$ cat config.mk
export PLATFORM = sky130hd
export DESIGN_NAME = brush_stroke_pixel_generator_core_flat
export DESIGN_NICKNAME = d
export VERILOG_FILES = /design/src/rtl/bspg_pkg.sv /design/src/rtl/bspg_if.sv /design/src/rtl/bspg_disk_check.sv /design/src/rtl/bspg_walker.sv /design/src/rtl/brush_stroke_pixel_generator_core.sv /design/src/flat_wrapper.sv
export SDC_FILE = /design/constraint.sdc
export NUM_CORES = 1
export LEC_CHECK = 0
export ABC_AREA = 0
export BUFFER_PORTS_ARGS = -buffer_cell sky130_fd_sc_hd__buf_2
export CORE_ASPECT_RATIO = 0.75
export CORE_UTILIZATION = 40
export DETAILED_ROUTE_END_ITERATION = 8
export GPL_TIMING_DRIVEN = 0
export PLACE_DENSITY_LB_ADDON = 0.25
export SETUP_SLACK_MARGIN = 0.05
export SLEW_MARGIN = 5
export SYNTH_ARGS = -nofsm -noshare
export SYNTH_HDL_FRONTEND = slang
export SYNTH_SLANG_ARGS = --single-unit
$ cat constraint.sdc
create_clock -name clk -period 14.1 [get_ports clk]
set_clock_uncertainty 0.1 [all_clocks]
set_input_delay 0.705 -clock clk [delete_from_list [all_inputs] [get_ports clk]]
set_output_delay 0.705 -clock clk [all_outputs]
set_load 0.03 [all_outputs]
$ cat src/rtl/bspg_pkg.sv
// Shared types, widths and codes for the brush stroke pixel generator.
// Used by the channel interfaces and by every module of the block.
// No dependencies.
`timescale 1ns / 1ps

package bspg_pkg;

	// Field widths and sizing constants
	localparam int COORD_BITS = 12;
	localparam int MAX_BRUSH  = 20;
	localparam int CMD_W      = 2;
	localparam int SIZE_W     = 5;
	localparam int COLOR_W    = 24;
	localparam int DIM_W      = 13;
	localparam int CFG_IDX_W  = 1;
	localparam int MODE_W     = 2;

	// Disk scan geometry follows from the largest brush.
	localparam int RAD_MAX = (MAX_BRUSH + 1) / 2;
	localparam int RAD_W   = $clog2(RAD_MAX + 1);
	localparam int SPAN_W  = RAD_W + 1;
	localparam int OFF_W   = SPAN_W + 1;
	localparam int SQ_W    = 2 * OFF_W;

	// Line walker error term and the extended width for clipping compares.
	localparam int ERR_W = COORD_BITS + 2;
	localparam int EXT_W = ((COORD_BITS > DIM_W) ? COORD_BITS : DIM_W) + 2;

	// Command codes
	localparam logic [CMD_W-1:0] CMD_SAMPLE  = 2'd0;
	localparam logic [CMD_W-1:0] CMD_RELEASE = 2'd1;
	localparam logic [CMD_W-1:0] CMD_ADVANCE = 2'd2;

	// Configuration register indexes
	localparam logic [CFG_IDX_W-1:0] REG_IMAGE_WIDTH  = 1'd0;
	localparam logic [CFG_IDX_W-1:0] REG_IMAGE_HEIGHT = 1'd1;
	localparam logic [DIM_W-1:0]     DIM_RESET        = 13'd800;

	// Stroke work modes
	localparam logic [MODE_W-1:0] MODE_IDLE  = 2'd0;
	localparam logic [MODE_W-1:0] MODE_LINE  = 2'd1;
	localparam logic [MODE_W-1:0] MODE_DISK  = 2'd2;
	localparam logic [MODE_W-1:0] MODE_POINT = 2'd3;

	typedef struct packed {
		logic [DIM_W-1:0] image_width;
		logic [DIM_W-1:0] image_height;
	} bspg_cfg_t;

	typedef struct packed {
		logic [CMD_W-1:0]      cmd;
		logic [COORD_BITS-1:0] pos_x;
		logic [COORD_BITS-1:0] pos_y;
		logic [SIZE_W-1:0]     brush_size;
		logic [COLOR_W-1:0]    paint_color;
	} bspg_cmd_t;

	typedef struct packed {
		logic                  write_valid;
		logic [COORD_BITS-1:0] pixel_x;
		logic [COORD_BITS-1:0] pixel_y;
		logic [COLOR_W-1:0]    pixel_color;
		logic                  pending;
		logic                  rejected;
	} bspg_res_t;

	// Walker status toward the top level
	typedef struct packed {
		logic idle;
		logic res_valid;
	} bspg_wstat_t;

endpackage

$ cat src/rtl/bspg_if.sv
// Valid/ready channel interfaces for pen items and pixel result items.
// Depends on bspg_pkg for field widths.
`timescale 1ns / 1ps

interface bspg_in_if import bspg_pkg::*; ();
	logic                  valid;
	logic                  ready;
	logic [CMD_W-1:0]      cmd;
	logic [COORD_BITS-1:0] pos_x;
	logic [COORD_BITS-1:0] pos_y;
	logic [SIZE_W-1:0]     brush_size;
	logic [COLOR_W-1:0]    paint_color;

	modport source (output valid, cmd, pos_x, pos_y, brush_size, paint_color, input ready);
	modport sink (input valid, cmd, pos_x, pos_y, brush_size, paint_color, output ready);
endinterface

interface bspg_out_if import bspg_pkg::*; ();
	logic                  valid;
	logic                  ready;
	logic                  write_valid;
	logic [COORD_BITS-1:0] pixel_x;
	logic [COORD_BITS-1:0] pixel_y;
	logic [COLOR_W-1:0]    pixel_color;
	logic                  pending;
	logic                  rejected;

	modport source (output valid, write_valid, pixel_x, pixel_y, pixel_color, pending,
		rejected, input ready);
	modport sink (input valid, write_valid, pixel_x, pixel_y, pixel_color, pending,
		rejected, output ready);
endinterface

$ cat src/rtl/bspg_disk_check.sv
// Shared candidate test: disk membership of an offset and clipping to the canvas.
// Depends on bspg_pkg.
`timescale 1ns / 1ps

module bspg_disk_check import bspg_pkg::*; (
	input  bspg_cfg_t                  cfg,
	input  logic [COORD_BITS-1:0]      base_x,
	input  logic [COORD_BITS-1:0]      base_y,
	input  logic signed [OFF_W-1:0]    off_x,
	input  logic signed [OFF_W-1:0]    off_y,
	input  logic [RAD_W-1:0]           radius,
	output logic                       kept
);

	logic signed [EXT_W-1:0] cand_x;
	logic signed [EXT_W-1:0] cand_y;
	logic                    in_x;
	logic                    in_y;
	logic signed [SQ_W-1:0]  sq_x;
	logic signed [SQ_W-1:0]  sq_y;
	logic [SQ_W:0]           sum_sq;
	logic [2*RAD_W-1:0]      rad_sq;
	logic                    in_disk;

	// Candidate coordinates, sign extended so that negatives stay visible.
	assign cand_x = $signed({{(EXT_W-COORD_BITS){1'b0}}, base_x})
		+ $signed({{(EXT_W-OFF_W){off_x[OFF_W-1]}}, off_x});
	assign cand_y = $signed({{(EXT_W-COORD_BITS){1'b0}}, base_y})
		+ $signed({{(EXT_W-OFF_W){off_y[OFF_W-1]}}, off_y});

	// Inside the image and inside the coordinate range.
	assign in_x = !cand_x[EXT_W-1]
		&& ($unsigned(cand_x) < {{(EXT_W-DIM_W){1'b0}}, cfg.image_width})
		&& (cand_x[EXT_W-2:COORD_BITS] == '0);
	assign in_y = !cand_y[EXT_W-1]
		&& ($unsigned(cand_y) < {{(EXT_W-DIM_W){1'b0}}, cfg.image_height})
		&& (cand_y[EXT_W-2:COORD_BITS] == '0);

	// Disk test on the small offsets.
	assign sq_x    = off_x * off_x;
	assign sq_y    = off_y * off_y;
	assign sum_sq  = {1'b0, $unsigned(sq_x)} + {1'b0, $unsigned(sq_y)};
	assign rad_sq  = radius * radius;
	assign in_disk = sum_sq <= {{(SQ_W+1-2*RAD_W){1'b0}}, rad_sq};

	assign kept = in_disk && in_x && in_y;

endmodule

$ cat src/rtl/bspg_walker.sv
// Stroke state and the sequencer that walks the Bresenham line and disk scan,
// one candidate or one line step per cycle while it seeks. Depends on bspg_pkg, bspg_disk_check.
`timescale 1ns / 1ps

module bspg_walker import bspg_pkg::*; (
	input  logic        clk,
	input  logic        arst_n,
	input  bspg_cfg_t   cfg,
	input  logic        go,
	input  bspg_cmd_t   cmd,
	input  logic        res_take,
	output bspg_wstat_t stat,
	output bspg_res_t   res
);

	localparam logic [1:0] W_IDLE = 2'd0;
	localparam logic [1:0] W_SEEK = 2'd1;
	localparam logic [1:0] W_DONE = 2'd2;

	// Control state
	logic [1:0]        fsm_q, fsm_d;
	logic [MODE_W-1:0] mode_q, mode_d;
	logic              last_valid_q, last_valid_d;

	// Stroke payload state
	logic [COORD_BITS-1:0]   last_x_q, last_x_d, last_y_q, last_y_d;
	logic [COORD_BITS-1:0]   line_x_q, line_x_d, line_y_q, line_y_d;
	logic [COORD_BITS-1:0]   end_x_q, end_x_d, end_y_q, end_y_d;
	logic [COORD_BITS-1:0]   dx_q, dx_d, dy_q, dy_d;
	logic signed [ERR_W-1:0] err_q, err_d;
	logic [1:0]              signs_q, signs_d;
	logic [RAD_W-1:0]        rad_q, rad_d;
	logic [SPAN_W-1:0]       scan_dx_q, scan_dx_d, scan_dy_q, scan_dy_d;
	logic [COLOR_W-1:0]      color_q, color_d;
	logic                    skip_q, skip_d;
	bspg_res_t               res_q, res_d;

	// Shared checker operands
	logic                    chk_kept;
	logic [COORD_BITS-1:0]   chk_x, chk_y;
	logic signed [OFF_W-1:0] chk_ox, chk_oy;
	logic [RAD_W-1:0]        chk_r;

	// Scan and line step helpers
	logic signed [OFF_W-1:0] ox, oy;
	logic [SPAN_W-1:0]       span;
	logic                    scan_in;
	logic [SPAN_W-1:0]       dy_inc;
	logic signed [ERR_W:0]   e2, neg_dy, dx_ext, dy_ext, err_ext, err_next;
	logic                    step_x, step_y;
	logic [COORD_BITS-1:0]   x_next, y_next;
	logic [SIZE_W-1:0]       size_sat;
	logic [SIZE_W:0]         size_inc;
	logic [COORD_BITS-1:0]   cur_x, cur_y;

	assign ox = $signed({1'b0, scan_dx_q}) - $signed({{(OFF_W-RAD_W){1'b0}}, rad_q});
	assign oy = $signed({1'b0, scan_dy_q}) - $signed({{(OFF_W-RAD_W){1'b0}}, rad_q});

	// Coordinates of the candidate the walker rests on.
	assign cur_x = line_x_q + {{(COORD_BITS-OFF_W){ox[OFF_W-1]}}, ox};
	assign cur_y = line_y_q + {{(COORD_BITS-OFF_W){oy[OFF_W-1]}}, oy};

	// While idle the checker clips the incoming point; otherwise it tests the scan.
	assign chk_x  = (fsm_q == W_IDLE) ? cmd.pos_x : line_x_q;
	assign chk_y  = (fsm_q == W_IDLE) ? cmd.pos_y : line_y_q;
	assign chk_ox = (fsm_q == W_IDLE) ? '0 : ox;
	assign chk_oy = (fsm_q == W_IDLE) ? '0 : oy;
	assign chk_r  = (fsm_q == W_IDLE) ? '0 : rad_q;

	bspg_disk_check u_check (
		.cfg    (cfg),
		.base_x (chk_x),
		.base_y (chk_y),
		.off_x  (chk_ox),
		.off_y  (chk_oy),
		.radius (chk_r),
		.kept   (chk_kept)
	);

	// Scan bounds
	assign span    = {rad_q, 1'b0};
	assign scan_in = (scan_dx_q < span) && (scan_dy_q < span);
	assign dy_inc  = scan_dy_q + 1'b1;

	// Bresenham step
	assign dx_ext   = $signed({{(ERR_W+1-COORD_BITS){1'b0}}, dx_q});
	assign dy_ext   = $signed({{(ERR_W+1-COORD_BITS){1'b0}}, dy_q});
	assign err_ext  = {err_q[ERR_W-1], err_q};
	assign e2       = {err_q, 1'b0};
	assign neg_dy   = -dy_ext;
	assign step_x   = e2 > neg_dy;
	assign step_y   = e2 < dx_ext;
	assign err_next = err_ext - (step_x ? dy_ext : '0) + (step_y ? dx_ext : '0);
	assign x_next   = step_x ? (signs_q[0] ? line_x_q - 1'b1 : line_x_q + 1'b1) : line_x_q;
	assign y_next   = step_y ? (signs_q[1] ? line_y_q - 1'b1 : line_y_q + 1'b1) : line_y_q;

	// Brush size saturation and radius
	assign size_sat = (cmd.brush_size > SIZE_W'(MAX_BRUSH)) ? SIZE_W'(MAX_BRUSH)
		: cmd.brush_size;
	assign size_inc = {1'b0, size_sat} + 1'b1;

	// Sequencer next state
	always_comb begin
		fsm_d        = fsm_q;
		mode_d       = mode_q;
		last_valid_d = last_valid_q;
		last_x_d     = last_x_q;
		last_y_d     = last_y_q;
		line_x_d     = line_x_q;
		line_y_d     = line_y_q;
		end_x_d      = end_x_q;
		end_y_d      = end_y_q;
		dx_d         = dx_q;
		dy_d         = dy_q;
		err_d        = err_q;
		signs_d      = signs_q;
		rad_d        = rad_q;
		scan_dx_d    = scan_dx_q;
		scan_dy_d    = scan_dy_q;
		color_d      = color_q;
		skip_d       = skip_q;
		res_d        = res_q;
		case (fsm_q)
			W_IDLE: begin
				if (go) begin
					res_d = '0;
					fsm_d = W_DONE;
					case (cmd.cmd)
						CMD_SAMPLE: begin
							if (mode_q != MODE_IDLE) begin
								res_d.rejected = 1'b1;
							end else begin
								rad_d     = size_inc[RAD_W:1];
								scan_dx_d = '0;
								scan_dy_d = '0;
								line_x_d  = cmd.pos_x;
								line_y_d  = cmd.pos_y;
								color_d   = cmd.paint_color;
								skip_d    = 1'b0;
								if (last_valid_q) begin
									end_x_d   = last_x_q;
									end_y_d   = last_y_q;
									dx_d      = (last_x_q > cmd.pos_x) ? last_x_q - cmd.pos_x
										: cmd.pos_x - last_x_q;
									dy_d      = (last_y_q > cmd.pos_y) ? last_y_q - cmd.pos_y
										: cmd.pos_y - last_y_q;
									signs_d   = {!(cmd.pos_y < last_y_q), !(cmd.pos_x < last_x_q)};
									err_d     = $signed({{(ERR_W-COORD_BITS){1'b0}}, dx_d})
										- $signed({{(ERR_W-COORD_BITS){1'b0}}, dy_d});
									if (cmd.pos_x == last_x_q && cmd.pos_y == last_y_q) begin
										mode_d = MODE_IDLE;
									end else begin
										mode_d = MODE_LINE;
										fsm_d  = W_SEEK;
									end
								end else if (size_sat == SIZE_W'(1)) begin
									mode_d = chk_kept ? MODE_POINT : MODE_IDLE;
								end else begin
									mode_d = MODE_DISK;
									fsm_d  = W_SEEK;
								end
								last_valid_d = 1'b1;
								last_x_d     = cmd.pos_x;
								last_y_d     = cmd.pos_y;
							end
						end
						CMD_RELEASE: begin
							last_valid_d = 1'b0;
						end
						CMD_ADVANCE: begin
							if (mode_q == MODE_POINT) begin
								res_d.write_valid = 1'b1;
								res_d.pixel_x     = line_x_q;
								res_d.pixel_y     = line_y_q;
								res_d.pixel_color = color_q;
								mode_d            = MODE_IDLE;
							end else if (mode_q != MODE_IDLE) begin
								res_d.write_valid = 1'b1;
								res_d.pixel_x     = cur_x;
								res_d.pixel_y     = cur_y;
								res_d.pixel_color = color_q;
								skip_d            = 1'b1;
								fsm_d             = W_SEEK;
							end
						end
						default: begin
						end
					endcase
				end
			end
			W_SEEK: begin
				if (mode_q != MODE_LINE && mode_q != MODE_DISK) begin
					fsm_d = W_DONE;
				end else if (scan_in) begin
					if (!skip_q && chk_kept) begin
						fsm_d = W_DONE;
					end else begin
						skip_d = 1'b0;
						if (dy_inc >= span) begin
							scan_dy_d = '0;
							scan_dx_d = scan_dx_q + 1'b1;
						end else begin
							scan_dy_d = dy_inc;
						end
					end
				end else if (mode_q == MODE_DISK) begin
					mode_d = MODE_IDLE;
					fsm_d  = W_DONE;
				end else begin
					// Scan of this stamp is over: step the line by one pixel.
					line_x_d = x_next;
					line_y_d = y_next;
					err_d    = err_next[ERR_W-1:0];
					if (x_next == end_x_q && y_next == end_y_q) begin
						mode_d = MODE_IDLE;
						fsm_d  = W_DONE;
					end else begin
						scan_dx_d = '0;
						scan_dy_d = '0;
					end
				end
			end
			W_DONE: begin
				if (res_take) begin
					fsm_d = W_IDLE;
				end
			end
			default: begin
				fsm_d = W_IDLE;
			end
		endcase
	end

	// Control registers
	always_ff @(posedge clk or negedge arst_n) begin
		if (!arst_n) begin
			fsm_q        <= W_IDLE;
			mode_q       <= MODE_IDLE;
			last_valid_q <= 1'b0;
		end else begin
			fsm_q        <= fsm_d;
			mode_q       <= mode_d;
			last_valid_q <= last_valid_d;
		end
	end

	// Payload registers
	always_ff @(posedge clk) begin
		last_x_q  <= last_x_d;
		last_y_q  <= last_y_d;
		line_x_q  <= line_x_d;
		line_y_q  <= line_y_d;
		end_x_q   <= end_x_d;
		end_y_q   <= end_y_d;
		dx_q      <= dx_d;
		dy_q      <= dy_d;
		err_q     <= err_d;
		signs_q   <= signs_d;
		rad_q     <= rad_d;
		scan_dx_q <= scan_dx_d;
		scan_dy_q <= scan_dy_d;
		color_q   <= color_d;
		skip_q    <= skip_d;
		res_q     <= res_d;
	end

	// Pending reflects the mode left behind once the walk has settled.
	always_comb begin
		res         = res_q;
		res.pending = (mode_q != MODE_IDLE);
	end

	assign stat.idle      = (fsm_q == W_IDLE);
	assign stat.res_valid = (fsm_q == W_DONE);

endmodule

$ cat src/rtl/brush_stroke_pixel_generator_core.sv
// Top level of the brush stroke pixel generator: configuration registers,
// input handshake and result output register. Depends on bspg_pkg, bspg_if, bspg_walker.
//
// Channel | Dir | Handshake     | Carries
// pen     | in  | valid / ready | cmd, pos_x, pos_y, brush_size, paint_color
// pix     | out | valid / ready | write_valid, pixel_x, pixel_y, pixel_color, pending, rejected
// cfg     | in  | cfg_we        | cfg_index, cfg_wdata (image width and height)
//
// Each item yields exactly one result item. Releases, rejected samples and point items need
// no walk. An item that walks the stroke passes each disk candidate it skips (an advance
// first passes the pixel it writes) and each line step, then lands on the next pixel or
// closes the disk scan; a walk that stops at the line's end needs no landing.
// Reset is asynchronous and active low; it clears the pen state and sets both
// dimensions to 800. A result waits in the output register while the next item is taken;
// the walker holds its result while that register is still full and the receiver is not ready.
`timescale 1ns / 1ps

module brush_stroke_pixel_generator_core import bspg_pkg::*; (
	input  logic                 clk,
	input  logic                 arst_n,
	input  logic                 cfg_we,
	input  logic [CFG_IDX_W-1:0] cfg_index,
	input  logic [DIM_W-1:0]     cfg_wdata,
	bspg_in_if.sink              pen,
	bspg_out_if.source           pix
);

	bspg_cfg_t   cfg_q;
	bspg_cmd_t   cmd;
	bspg_wstat_t wstat;
	bspg_res_t   wres;
	bspg_res_t   out_q;
	logic        out_valid_q;
	logic        go;
	logic        load;

	// Configuration registers
	always_ff @(posedge clk or negedge arst_n) begin
		if (!arst_n) begin
			cfg_q.image_width  <= DIM_RESET;
			cfg_q.image_height <= DIM_RESET;
		end else if (cfg_we) begin
			case (cfg_index)
				REG_IMAGE_WIDTH:  cfg_q.image_width  <= cfg_wdata;
				REG_IMAGE_HEIGHT: cfg_q.image_height <= cfg_wdata;
				default: begin
				end
			endcase
		end
	end

	// Input item handshake
	assign pen.ready       = wstat.idle;
	assign go              = pen.valid && wstat.idle;
	assign cmd.cmd         = pen.cmd;
	assign cmd.pos_x       = pen.pos_x;
	assign cmd.pos_y       = pen.pos_y;
	assign cmd.brush_size  = pen.brush_size;
	assign cmd.paint_color = pen.paint_color;

	bspg_walker u_walker (
		.clk      (clk),
		.arst_n   (arst_n),
		.cfg      (cfg_q),
		.go       (go),
		.cmd      (cmd),
		.res_take (load),
		.stat     (wstat),
		.res      (wres)
	);

	// Output register
	assign load = wstat.res_valid && (!out_valid_q || pix.ready);

	always_ff @(posedge clk or negedge arst_n) begin
		if (!arst_n) begin
			out_valid_q <= 1'b0;
		end else if (load) begin
			out_valid_q <= 1'b1;
		end else if (pix.ready) begin
			out_valid_q <= 1'b0;
		end
	end

	always_ff @(posedge clk) begin
		if (load) begin
			out_q <= wres;
		end
	end

	assign pix.valid       = out_valid_q;
	assign pix.write_valid = out_q.write_valid;
	assign pix.pixel_x     = out_q.pixel_x;
	assign pix.pixel_y     = out_q.pixel_y;
	assign pix.pixel_color = out_q.pixel_color;
	assign pix.pending     = out_q.pending;
	assign pix.rejected    = out_q.rejected;

endmodule

$ cat src/flat_wrapper.sv
// flat-port wrapper written by rule: the top's interface ports become plain ports
module brush_stroke_pixel_generator_core_flat import bspg_pkg::*;
  (clk, arst_n, cfg_we, cfg_index, cfg_wdata, pen_valid, pen_cmd, pen_pos_x, pen_pos_y, pen_brush_size, pen_paint_color, pen_ready, pix_valid, pix_write_valid, pix_pixel_x, pix_pixel_y, pix_pixel_color, pix_pending, pix_rejected, pix_ready);
  bspg_in_if pen_i ();
  bspg_out_if pix_i ();
  input  logic clk;
  input  logic arst_n;
  input  logic cfg_we;
  input  logic [CFG_IDX_W-1:0] cfg_index;
  input  logic [DIM_W-1:0] cfg_wdata;
  input wire logic [$bits(pen_i.valid)-1:0] pen_valid;
  input wire logic [$bits(pen_i.cmd)-1:0] pen_cmd;
  input wire logic [$bits(pen_i.pos_x)-1:0] pen_pos_x;
  input wire logic [$bits(pen_i.pos_y)-1:0] pen_pos_y;
  input wire logic [$bits(pen_i.brush_size)-1:0] pen_brush_size;
  input wire logic [$bits(pen_i.paint_color)-1:0] pen_paint_color;
  output wire logic [$bits(pen_i.ready)-1:0] pen_ready;
  output wire logic [$bits(pix_i.valid)-1:0] pix_valid;
  output wire logic [$bits(pix_i.write_valid)-1:0] pix_write_valid;
  output wire logic [$bits(pix_i.pixel_x)-1:0] pix_pixel_x;
  output wire logic [$bits(pix_i.pixel_y)-1:0] pix_pixel_y;
  output wire logic [$bits(pix_i.pixel_color)-1:0] pix_pixel_color;
  output wire logic [$bits(pix_i.pending)-1:0] pix_pending;
  output wire logic [$bits(pix_i.rejected)-1:0] pix_rejected;
  input wire logic [$bits(pix_i.ready)-1:0] pix_ready;
  assign pen_i.valid = pen_valid;
  assign pen_i.cmd = pen_cmd;
  assign pen_i.pos_x = pen_pos_x;
  assign pen_i.pos_y = pen_pos_y;
  assign pen_i.brush_size = pen_brush_size;
  assign pen_i.paint_color = pen_paint_color;
  assign pen_ready = pen_i.ready;
  assign pix_valid = pix_i.valid;
  assign pix_write_valid = pix_i.write_valid;
  assign pix_pixel_x = pix_i.pixel_x;
  assign pix_pixel_y = pix_i.pixel_y;
  assign pix_pixel_color = pix_i.pixel_color;
  assign pix_pending = pix_i.pending;
  assign pix_rejected = pix_i.rejected;
  assign pix_i.ready = pix_ready;
  brush_stroke_pixel_generator_core u_core (.clk(clk), .arst_n(arst_n), .cfg_we(cfg_we), .cfg_index(cfg_index), .cfg_wdata(cfg_wdata), .pen(pen_i), .pix(pix_i));
endmodule
==> out/metrics.yaml <==
global_route:
  grtUsageMet3: 0.0427
  met2_usage: 0.335
  grt_max_degree: 55
  busiest_layer: "met1"
  antenna_found_initial: 4
  grt_pass1_vias: 17900
  grt_use_total: 0.228
  overflow: 0
  grtUsageMet1: 0.343
  grt_pass1_wl_mm: 105
timing:
  hold_violations: 0
  maxSlewViolCount: 0
  fin_crit_sh: 0.761
  period_minus_slack_ns: 10.74
  worst-slew-pin-transition_ns: 1.31
  rsz0062_at_grt: "false"
  fin_setup_tns_ns: 0
  worst_slack_ns: 3.36
  setup_violations: 0
  clock.fmax_mhz: 93.1
  slew_headroom: 0.122
cts:
  cts-root-buf: "clkbuf_16"
  cts_max_level: 1
  cts_tree: "yes"
  post_cts_buffers: 0
  clock-sinks: 284
  cts_max_path_buffers: 3
  cts_hold_buf: 0
  clk_latency_ns: 0.61
  cts_resized: 0
  clk_pin_slew_worst_paths_ns: 0.07
  numCtsBuffers: 31
setup_path:
  path_class: "reg2reg"
  critPathMaxFanout: 13
  cp-start-kind: "register"
  cpPeakStageDelay_ns: 0.98
  crit_arrival_ns: 10.86
  critPathCaptureType: "register"
  worst_path_most_repeated_cell: "ha_1"
  crit_required_ns: 14.22
  cpMaxStageDelayCell: "a2111oi_0"
drt:
  routed_wl_mm: 68.0
  wl_per_cell_um: 20.2
  vias: 18700
  via_per_inst: 5.55
  antenna_left: 0
  drtPass1Iterations: 5
  drc: 0
  drt-initial-drc-count: 1607
placement:
  dp_hpwl_mm: 54.0
  pre_cts_ws_ns: 3.57
  gp_congestion: 0.961
  place.port_buffers: 126
yosys:
  synth_edf_count: 252
  avgSynthCellArea_um2: 9.71
  synth_cell_types: 91
  synth_ff_type: "edfxtp_1"
  syn-num-nets: 2822
  syn_area_um2: 23400
  seq_area_frac_synth: 0.359
  synth_seq_cells: 284
  synth_top_family_by_area: "adder cells"
  synthXorXnorAreaFrac: 0.0658
  synthSimpleGateAreaFrac: 0.134
  netlist_instances: 2404
  yosysWarnings: 0
  synth.area.mux_share: 0.0224
  synth_compound_area_frac: 0.156
  async_flop_share: 0.113
  synth_adder_area_share: 0.205
floorplanning:
  initial_core_util: 0.406
  core-area_um2: 57500
  rows: 76
  die_area_um2: 59400
  fp.dieW_um: 281
  die_h_um: 211
  ioPinCount: 127
worst_hold_path:
  min_path_type: "in2async"
cells_and_area:
  nets: 2984
  layout_common_cells: "inv_1, ha_1, edfxtp_1"
  drive_above_1_share: 0.0946
  final_common_cell: "inv_1"
  synthToLayoutAreaGrowth_pct: 11.5
power:
  ir_worst_vdd_mv: 0.243
  p_leak_nw: 11.5
  powerDensity_nw_per_um2: 208
status:
  outcome: "finished clean"
job:
  cap_violations: 0
## path summary, 6_finish.rpt
check / startpoint / depth (start not counted) / slack (ns) / end
hold / removal: arst_n / 1 / 0.11 / u_core.cfg_q[24]$_DFFE_PN0P_
setup / recovery: u_core.u_walker.rad_q[1]$_DFFE_PP_ / 32 / 3.36 / u_core.u_walker.scan_dy_q[3]$_SDFFCE_PP0P_
setup reg to reg: u_core.u_walker.rad_q[1]$_DFFE_PP_ / 32 / 3.36 / u_core.u_walker.scan_dy_q[3]$_SDFFCE_PP0P_
max in group asynchronous: arst_n / 1 / 13.20 / u_core.u_walker.fsm_q[0]$_DFFE_PN0P_
hold reg to reg: u_core.u_walker.res[46]$_SDFFCE_PN0P_ / 0 / 0.32 / u_core.pix.pixel_x[8]$_DFFE_PP_
min in group clk: pen_paint_color[0] / 1 / 0.20 / u_core.u_walker.color_q[0]$_DFFE_PP_
## cells in the mapped netlist, drive strengths merged, types with 9 or more instances
library cell	n	area share
mux2	23	0.011
clkbuf	48	0.0077
xor2	65	0.024
o21a	13	0.0042
edfxtp	252	0.32
o211ai	10	0.0032
o21bai	22	0.0071
mux2i	26	0.011
and2	50	0.013
nand2	188	0.030
a21boi	13	0.0042
or3	12	0.0034
nand3	36	0.0077
nor2b	31	0.0083
a22oi	19	0.0061
a211oi	27	0.0087
buf	12	0.0022
xnor2	100	0.038
ha	279	0.15
nand2b	24	0.0064
nor4	18	0.0057
fa	65	0.056
a21oi	139	0.030
dfrtp	26	0.028
a31oi	20	0.0054
o21ai	128	0.028
o31ai	14	0.0047
o41ai	10	0.0044
inv	300	0.048
o31a	9	0.0034
nor3	41	0.0088
a21o	57	0.018
nand4	12	0.0032
nor2	180	0.029
## sequential cells by signal, indices dropped and copies added, names as in the netlist, 4 cells and up
name and count:
u_core.cfg_q 26, u_core.u_walker.last_y_q 12, u_core.u_walker.line_x_q 12, u_core.u_walker.scan_dy_q 5, u_core.u_walker.scan_dx_q 5, u_core.u_walker.last_x_q 12
u_core.u_walker.dx_q 12, u_core.pix.pixel_color 24, u_core.pix.pixel_y 12, u_core.u_walker.end_x_q 12, u_core.u_walker.end_y_q 12, u_core.pix.pixel_x 12
u_core.u_walker.line_y_q 12, u_core.u_walker.dy_q 12, u_core.u_walker.res 50, u_core.u_walker.color_q 24, u_core.u_walker.rad_q 4, u_core.u_walker.err_q 14
## cells by family after synthesis
family | after synthesis
adders and majority gates | 344
and+or+nand+nor | 643
DFF | 284
muxes | 49
xor gates and xnor gates | 169
buffers and inverters | 361
AOI/OAI and AO/OA | 554
## cell type report
type                    count  area [um^2]
multi-input cells        1759        13600
inverters                 301         1130
plain buffers              60          231
flip-flops and latches    284         8380
fillers                  5503        31500
clock inverters            24          220
repair buffers            129          686
diodes                      3         7.51
well taps                 780          976
clock buffers              34          787
## critical path, delay by kind of cell, from the launching register on
family          cells  cell delay (ns)
xor+xnor            1             0.12
buf+inv             4             0.90
simple gates       10             2.19
flops               1             0.41
compound gates     10             3.77
fa+ha+maj           7             2.83
## metal layers
layer  up-vias  part of all wire
li1       8865                 -
met1      9047              0.48
met2       719              0.41
met3       103             0.080
met4         4             0.022
met5         -           0.00043
## report_power, final
part	switching, mW	internal (mW)
clock network	0.363	0.460
logic	2.07	1.32
registers	0.0740	1.12
## metrics by stage
step	instance area (um^2)	power, mW	hold WS, ns	cells	util
floorplan	23400	3.67	0.300	2404	-
global placement	25000	4.45	0.300	3310	0.434
detailed placement	25000	4.53	0.305	3313	0.435
CTS	26000	5.39	0.110	3371	0.453
global route	26000	5.87	0.153	3372	0.453
finish	26000	5.41	0.111	3374	0.453
Note: power is estimated with default switching activity, not from simulation.
